[src/design/laplacian_edge_3x3_core_macros.svh]
// assertion macros shared by the laplacian edge filter
`ifndef LAPLACIAN_EDGE_3X3_CORE_MACROS_SVH
`define LAPLACIAN_EDGE_3X3_CORE_MACROS_SVH

// consequent checked in the same cycle as the antecedent
`define LEC_ASSERT_SAME(label, clk, rst, ante, cons, msg) \
  label: assert property (@(posedge clk) disable iff (rst) (ante) |-> (cons)) \
    else $error(msg);

// consequent checked in the cycle after the antecedent
`define LEC_ASSERT_NEXT(label, clk, rst, ante, cons, msg) \
  label: assert property (@(posedge clk) disable iff (rst) (ante) |=> (cons)) \
    else $error(msg);

`endif

[src/design/lec_pkg.sv]
// shared types and constants of the laplacian edge filter
package lec_pkg;

  localparam int PIX_W        = 8;
  localparam int ROW_OUT_W    = 12;
  localparam int COL_OUT_W    = 10;
  localparam int SUM_W        = 12;
  localparam int MASK_W       = 2;
  localparam int WIDTH_REG_W  = 11;
  localparam int HEIGHT_REG_W = 13;
  localparam int CFG_DATA_W   = 13;
  localparam int CFG_INDEX_W  = 2;
  localparam int TAPS         = 9;
  localparam int NUM_MASKS    = 4;
  localparam int RESET_WIDTH  = 640;
  localparam int RESET_HEIGHT = 480;

  localparam logic [CFG_INDEX_W-1:0] REG_MASK   = 2'd0;
  localparam logic [CFG_INDEX_W-1:0] REG_WIDTH  = 2'd1;
  localparam logic [CFG_INDEX_W-1:0] REG_HEIGHT = 2'd2;

  // mask codes
  localparam logic [MASK_W-1:0] MASK_FOUR     = 2'd0;
  localparam logic [MASK_W-1:0] MASK_FOUR_NEG = 2'd1;
  localparam logic [MASK_W-1:0] MASK_EIGHT    = 2'd2;
  localparam logic [MASK_W-1:0] MASK_DIAG     = 2'd3;

  typedef logic signed [4:0] weight_t;

  // row-major taps: top row first, left column first
  localparam weight_t LAP_WEIGHTS [NUM_MASKS][TAPS] = '{
    '{ 5'sd0, -5'sd1,  5'sd0, -5'sd1,  5'sd4, -5'sd1,  5'sd0, -5'sd1,  5'sd0},
    '{ 5'sd0,  5'sd1,  5'sd0,  5'sd1, -5'sd4,  5'sd1,  5'sd0,  5'sd1,  5'sd0},
    '{-5'sd1, -5'sd1, -5'sd1, -5'sd1,  5'sd8, -5'sd1, -5'sd1, -5'sd1, -5'sd1},
    '{ 5'sd1, -5'sd2,  5'sd1, -5'sd2,  5'sd4, -5'sd2,  5'sd1, -5'sd2,  5'sd1}
  };

  typedef struct packed {
    logic                 last;
    logic [ROW_OUT_W-1:0] row;
    logic [COL_OUT_W-1:0] col;
  } tag_t;

endpackage

[src/design/lec_conv.sv]
// 3x3 window columns and registered mask response
module lec_conv (
  input  logic                               clk,
  input  logic                               rst,
  input  logic                               shift_en,
  input  logic                               load_en,
  input  logic [lec_pkg::MASK_W-1:0]         mask_sel,
  input  logic [lec_pkg::PIX_W-1:0]          cur_upper,
  input  logic [lec_pkg::PIX_W-1:0]          cur_middle,
  input  logic [lec_pkg::PIX_W-1:0]          cur_pixel,
  input  lec_pkg::tag_t                      tag_in,
  output logic signed [lec_pkg::SUM_W-1:0]   sum_q,
  output lec_pkg::tag_t                      tag_q
);

  logic [lec_pkg::PIX_W-1:0] win_old [3];
  logic [lec_pkg::PIX_W-1:0] win_mid [3];
  logic [lec_pkg::PIX_W-1:0] cur [3];
  logic signed [lec_pkg::SUM_W-1:0] tap_s [lec_pkg::TAPS];
  logic signed [lec_pkg::SUM_W-1:0] resp [lec_pkg::NUM_MASKS];

  assign cur[0] = cur_upper;
  assign cur[1] = cur_middle;
  assign cur[2] = cur_pixel;

  always_comb begin
    for (int r = 0; r < 3; r++) begin
      tap_s[r*3]     = $signed({{(lec_pkg::SUM_W-lec_pkg::PIX_W){1'b0}}, win_old[r]});
      tap_s[r*3 + 1] = $signed({{(lec_pkg::SUM_W-lec_pkg::PIX_W){1'b0}}, win_mid[r]});
      tap_s[r*3 + 2] = $signed({{(lec_pkg::SUM_W-lec_pkg::PIX_W){1'b0}}, cur[r]});
    end
  end

  // constant weights per mask, one response per mask then select
  always_comb begin
    for (int m = 0; m < lec_pkg::NUM_MASKS; m++) begin
      resp[m] = '0;
      for (int i = 0; i < lec_pkg::TAPS; i++) begin
        resp[m] = resp[m] + lec_pkg::SUM_W'(lec_pkg::LAP_WEIGHTS[m][i]) * tap_s[i];
      end
    end
  end

  always_ff @(posedge clk) begin
    if (rst) begin
      for (int r = 0; r < 3; r++) begin
        win_old[r] <= '0;
        win_mid[r] <= '0;
      end
    end else if (shift_en) begin
      for (int r = 0; r < 3; r++) begin
        win_old[r] <= win_mid[r];
        win_mid[r] <= cur[r];
      end
    end
  end

  always_ff @(posedge clk) begin
    if (load_en) begin
      sum_q <= resp[mask_sel];
      tag_q <= tag_in;
    end
  end

endmodule
[config.mk]
export PLATFORM = sky130hd
export DESIGN_NAME = lec_conv
export DESIGN_NICKNAME = d
export VERILOG_FILES = /design/src/design/laplacian_edge_3x3_core_macros.svh /design/src/design/lec_pkg.sv /design/src/design/lec_conv.sv
export SDC_FILE = /design/constraint.sdc
export NUM_CORES = 1
export LEC_CHECK = 0
export BUFFER_PORTS_ARGS = -buffer_cell sky130_fd_sc_hd__buf_2
export CORE_MARGIN = 2
export CORE_UTILIZATION = 35
export DETAILED_ROUTE_END_ITERATION = 12
export PLACE_DENSITY = 0.57
export SLEW_MARGIN = 0
export SYNTH_ARGS = -nofsm -noshare
export SYNTH_HDL_FRONTEND = slang
export SYNTH_SLANG_ARGS = --single-unit
[constraint.sdc]
create_clock -name clk -period 7.2 [get_ports clk]
set_input_delay 0.36 -clock clk [delete_from_list [all_inputs] [get_ports clk]]
set_output_delay 0.36 -clock clk [all_outputs]
set_load 0.01 [all_outputs]
==> results of run 1 <==
-- critical path, delay by kind of cell, from the launching register on --
| kind | cells | cell delay [ps] |
|---|---|---|
| DFF | 1 | 670 |
| AOI/OAI and AO/OA | 4 | 1180 |
| xor gates and xnor gates | 1 | 440 |
| buffers and inverters | 3 | 180 |
| adders and majority gates | 6 | 2680 |
| and+or+nand+nor | 3 | 730 |
-- cell usage after synthesis (all sizes together), types with 4 or more instances --
| library cell | count | area [µm²] |
|---|---|---|
| nor2b | 5 | 31.3 |
| edfxtp | 83 | 2490 |
| a21oi | 23 | 115 |
| mux2i | 4 | 40.0 |
| nand3 | 5 | 25.0 |
| nand2 | 17 | 63.8 |
| ha | 77 | 963 |
| inv | 296 | 1110 |
| and2 | 49 | 307 |
| xor2 | 16 | 140 |
| mux4 | 8 | 180 |
| o21bai | 4 | 30.0 |
| fa | 157 | 3140 |
| nor3 | 17 | 90.1 |
| nor2 | 31 | 116 |
| a21o | 11 | 82.6 |
| nand2b | 8 | 50.1 |
| o21ai | 17 | 85.1 |
| or4 | 5 | 45.0 |
| o21a | 5 | 37.5 |
| xnor2 | 55 | 489 |
| nor4 | 7 | 43.8 |
| clkbuf | 9 | 33.8 |
-- logic make-up after synthesis --
group | Yosys count | share of synthesized area
xor+xnor | 72 | 0.0654
compound gates | 76 | 0.0476
fa+ha+maj | 234 | 0.412
simple gates | 157 | 0.0872
flops | 83 | 0.250
buf+inv | 305 | 0.115
mux | 13 | 0.0232
-- routing by layer --
metal / part of all wire / up-vias / track usage
li1: - / 3058 / -
met1: 0.44 / 3188 / 0.212
met2: 0.52 / 106 / 0.311
met3: 0.031 / 19 / 0.0275
met4: 0.016 / 0 / 0.0364
met5: 0 / - / 0
-- path summary, 6_finish.rpt --
kind / to / slack, ps / cells after the start
hold reg to reg: win_old[0][17] / 630 / 1
setup reg to reg: sum_q[10] / 1070 / 17
setup / recovery: sum_q[10] / 1070 / 17
hold / removal: tag_q[6] / 180 / 1
-- per-stage QoR --
| step | instance area [µm²] | utilization |
|---|---|---|
| finish | 11200 | 0.400 |
| CTS | 11200 | 0.400 |
| detailed placement | 10900 | 0.389 |
| global route | 11200 | 0.400 |
| global placement | 10900 | 0.389 |
| floorplan | 9970 | - |
-- area by class of cell --
type                            count  area, µm²  share of cell area
Clock buffer                       10        229              0.0205
Clock inverter                      6       87.6             0.00783
Inverter                          296       1110              0.0994
Multi-Input combinational cell    552       6340               0.567
Sequential cell                    83       2490               0.223
Tap cell                          378        473              0.0423
Timing Repair Buffer               89        450              0.0403
-- power breakdown --
part / internal, µW / total, µW / switching, µW
registers: 672 / 715 / 43.5
clock network: 305 / 525 / 220
logic: 2100 / 4540 / 2440
total: 3080 / 5780 / 2700
-- state kept, by name (all words and copies together), names as in the netlist --
register / cells
sum_q: 12
tag_q: 23
win_old: 24
win_mid: 24
==> reports/results.ini, run 1 <==
[power_and_ir_drop]
vdd_ir_drop_max_mv=0.300
p_leak_uw=0.00543
power_density_nw_per_um2=517
power.total_uw=5780

[global_route]
antenna_found_initial=0
grt_overflow=0
grt_pass1_wl_um=38800
track_usage=0.171
grt_pass1_vias=7095
grt_max_degree=49

[die]
fp.dieH_um=173
num_rows=61
die_area_um2=29900
die_w_um=173
start_util=0.357
core_area_um2=27900
ios=88

[route]
drc_errors=0
vias_per_cell=4.51
dr.pass1.iters=5
routedWlPerCell_um=16.7
drtAntennaViolNets=0
wl_um=23700
drtIter0Drc=355
vias=6371

[worst_setup_path]
crit_chain=inv_1, ha_1, xnor2_1, fa_1, fa_1, fa_1, inv_1, fa_1, inv_1, ha_1, a21o_1, a21oi_1, o21bai_1, a2111oi_0, nor3_1, or3b_2, and4_1
reg2reg_from=win_old[0][8]
crit_top_cell=fa_1
cp-start-kind=flop
critPathKind=flop to flop
cp.required_ps=7320
setup.worst_path.start=win_old[0][8]
slowest_delay_ps=670
cp_max_fo=8
worstPathArrival_ps=6250
cp_slowest_cell=edfxtp_1
worstSetupEndpointType=flop

[clock_tree]
root_buffer=clkbuf_16
cts_resized=0
cts.clk_slew.worst_paths_ps=70
cts_tree=built
cts_setup_buffers=0
hold_buffers=0
cts_buffers=9
htree_levels=3
cts_sinks=83
clock_latency_ps=360
cts_buffer_depth=2

[timing]
fmax_mhz=163
timing.final.crit_period_ps=6130
finalCritPeriodShare=0.852
slew_violations=0
finalSetupViolCount=0
maxSlewHeadroom=0.289
finClkSkew_ps=9.87
layout_setup_ws_ps=1070
holdWs_ps=176
hold_viol=0
rsz0062_at_grt=no
final.setup.tns_ps=0
tightest_slew_ps=1060

[placed_design]
place_inst=1398
place_hpwl_um=20100
place.gp.congestion=0.895
pre_cts_ws_ps=1030
io_buffers=87

[hold_path]
hold_start=tag_in[6]
min_path_type=input port to flop

[synthesis]
synth-seq-area-share=0.250
syn_avg_cell_area_um2=10.6
async_reset_ff_frac=0
synth_fp_nets=1227
synth_edf_count=83
ys_warn_count=0
synth_area_um2=9970
syn_inst=940
synthFlopType=edfxtp_1
synth-seq-cells=83
synth_cell_types=47

[layout]
mostFrequentLayoutCells=inv_1 (296), fa_1 (157), buf_2 (87), edfxtp_1 (83), ha_1 (77)
layout_commonest_cell=inv_1
nets=1318
diodes=0
fill_cells=2863
final_cells=1414
syn_to_final_growth_pct=12.1
final_layout_size_suffix_gt1_frac=0.117

[job]
drv_cap=0

[run_status]
outcome=finished clean

Note: power is estimated with default switching activity, not from simulation.
==> run 2, diff against run 1 <==
Settings changed: REMOVE_ABC_BUFFERS set to 1.
Clock period 7.2 ns to 6.3 ns, I/O delays scaled along.
==> reports/results.ini, run 2 (synthesis results as in run 1) <==
[clock_tree]
cts_tree=built  ; unchanged
hold_buffers=0  ; unchanged
cts_buffer_depth=2  ; unchanged
cts_sinks=83  ; unchanged
clock_latency_ps=360  ; about the same
cts_setup_buffers=0  ; unchanged
htree_levels=3  ; unchanged
cts_buffers=9  ; unchanged
cts.clk_slew.worst_paths_ps=80  ; was 70 ps
root_buffer=clkbuf_16  ; unchanged
cts_resized=0  ; unchanged

[placed_design]
io_buffers=87  ; unchanged
place_inst=1409  ; was 1398
place_hpwl_um=20300  ; was 20100 µm
pre_cts_ws_ps=369  ; was 1030 ps
dpl_cell_area_um2=10900  ; about the same
place.gp.congestion=0.906  ; was 0.895

[layout]
layout_commonest_cell=inv_1  ; unchanged
fill_cells=2797  ; was 2863
diodes=0  ; unchanged
nets=1329  ; was 1318
final_cell_area_um2=11300  ; was 11200 µm²
reg_top3=win_mid: 24 flops, win_old: 24 flops, tag_q: 23 flops  ; unchanged
final_cells=1425  ; was 1414
final_layout_size_suffix_gt1_frac=0.128  ; was 0.117
mostFrequentLayoutCells=inv_1 (296), fa_1 (157), buf_2 (87), edfxtp_1 (83), ha_1 (77)  ; unchanged
syn_to_final_growth_pct=12.8  ; was 12.1%

[die]
core_area_um2=27900  ; unchanged
num_rows=61  ; unchanged
die_area_um2=29900  ; unchanged
fp.dieH_um=173  ; unchanged
die_w_um=173  ; unchanged
ios=88  ; unchanged
start_util=0.357  ; unchanged

[timing]
tightest_slew_ps=803  ; was 1060 ps
hold_viol=0  ; unchanged
maxSlewHeadroom=0.465  ; was 0.289
slew_violations=0  ; unchanged
timing.final.crit_period_ps=5930  ; was 6130 ps
layout_setup_ws_ps=366  ; was 1070 ps
rsz0062_at_grt=no  ; unchanged
finClkSkew_ps=11.8  ; was 9.87 ps
fmax_mhz=169  ; was 163 MHz
final.setup.tns_ps=0  ; unchanged
finalSetupViolCount=0  ; unchanged
finalCritPeriodShare=0.942  ; was 0.852

[power_and_ir_drop]
power_density_nw_per_um2=592  ; was 517 nW/µm²
vdd_ir_drop_max_mv=0.435  ; was 0.300 mV
p_leak_uw=0.00549  ; was 0.00543 µW

[worst_setup_path]
r2r_cells=18  ; was 17
critPathKind=flop to flop  ; unchanged
slowest_delay_ps=550  ; was 670 ps
cp_max_fo=7  ; was 8
cp_slowest_cell=fa_1  ; was edfxtp_1
cp.required_ps=6410  ; was 7320 ps
r2r_slack_ps=370  ; was 1070 ps
cp-start-kind=flop  ; unchanged
reg2reg_from=win_mid[0][0]  ; was win_old[0][8]
crit_chain=inv_1, ha_1, inv_1, nor3_1, xnor2_1, fa_1, fa_1, fa_1, inv_1, fa_1, inv_1, ha_1, a21oi_1, o21bai_1, a2111oi_0, nor3_1, or3b_2, and4_1  ; was inv_1, ha_1, xnor2_1, fa_1, fa_1, fa_1, inv_1, fa_1, inv_1, ha_1, a21o_1, a21oi_1, o21bai_1, a2111oi_0, nor3_1, or3b_2, and4_1
worstSetupEndpointType=flop  ; unchanged
reg2reg_to=sum_q[10]  ; unchanged
worstPathArrival_ps=6050  ; was 6250 ps

[route]
vias_per_cell=4.52  ; was 4.51
dr.pass1.iters=5  ; unchanged
wl_um=23800  ; was 23700 µm
vias=6444  ; was 6371
drtIter0Drc=406  ; was 355
routedWlPerCell_um=16.7  ; about the same
drtAntennaViolNets=0  ; unchanged
drc_errors=0  ; unchanged

[global_route]
track_usage=0.168  ; was 0.171
grt_pass1_vias=6903  ; was 7095
grt_pass1_wl_um=38200  ; was 38800 µm
gr-usage-met2=0.305  ; was 0.311
grt_max_degree=49  ; unchanged
grt_use_met3=0.0275  ; unchanged
gr-usage-met1=0.211  ; was 0.212
top_usage_layer=met2  ; unchanged
grt_overflow=0  ; unchanged
antenna_found_initial=0  ; unchanged

[hold_path]
hold_depth=1  ; unchanged
hold_start=tag_in[16]  ; was tag_in[6]
min_to=tag_q[16]  ; was tag_q[6]
min_path_type=input port to flop  ; unchanged

[job]
drv_cap=0  ; unchanged

[run_status]
outcome=finished clean  ; unchanged

run 2: layout make-up:
class / instances / area, µm² / share of cell area
Clock buffer: 9 / 225 / 0.0200
Sequential cell: 83 / 2490 / 0.222
Tap cell: 378 / 473 / 0.0420
Inverter: 296 / 1110 / 0.0988
Timing Repair Buffer: 100 / 533 / 0.0474
Clock inverter: 7 / 80.1 / 0.00712
Multi-Input combinational cell: 552 / 6340 / 0.563
run 2: how the worst max path moves through the flow:
stage | from | end | slack, ps | cells after the start
2_1_floorplan | win_mid[0][0] | sum_q[10] | 900 | 17
3_3_place_gp | win_mid[0][0] | sum_q[10] | 410 | 18
3_5_place_dp | win_mid[0][0] | sum_q[10] | 370 | 18
4_1_cts | win_mid[0][0] | sum_q[10] | 360 | 18
5_1_grt | win_mid[0][0] | sum_q[10] | 90 | 18
6_report | win_mid[0][0] | sum_q[10] | 370 | 18
run 2: layer usage:
| metal | wire [µm] | up-vias |
|---|---|---|
| met5 | 0 | - |
| met4 | 382 | 0 |
| met3 | 862 | 24 |
| met2 | 12500 | 144 |
| met1 | 10100 | 3202 |
| li1 | - | 3074 |
run 2: critical path: cells and delay by family (launching register included):
family	cells	cell delay, ps
AND/OR/NAND/NOR	4	820
flip-flops	1	540
AO/OA/AOI/OAI	3	920
XOR/XNOR	1	410
adder cells (fa/ha/maj)	6	2640
buffers and inverters	4	350
run 2: where the power goes:
part / leakage, µW / switching (µW) / internal, µW
registers: 0.000866 / 44.2 / 767
logic: 0.00447 / 2840 / 2430
clock network: 0.000149 / 268 / 315
run 2: metrics by stage:
| stage | utilization | total power (µW) | hold WS, ps |
|---|---|---|---|
| after global placement | 0.392 | 6090 | 491 |
| final | 0.403 | 6670 | 124 |
| after floorplan | - | 4740 | 414 |
| after global routing | 0.403 | 7440 | 115 |
| after CTS | 0.403 | 6790 | 114 |
| after detailed placement | 0.392 | 6160 | 493 |
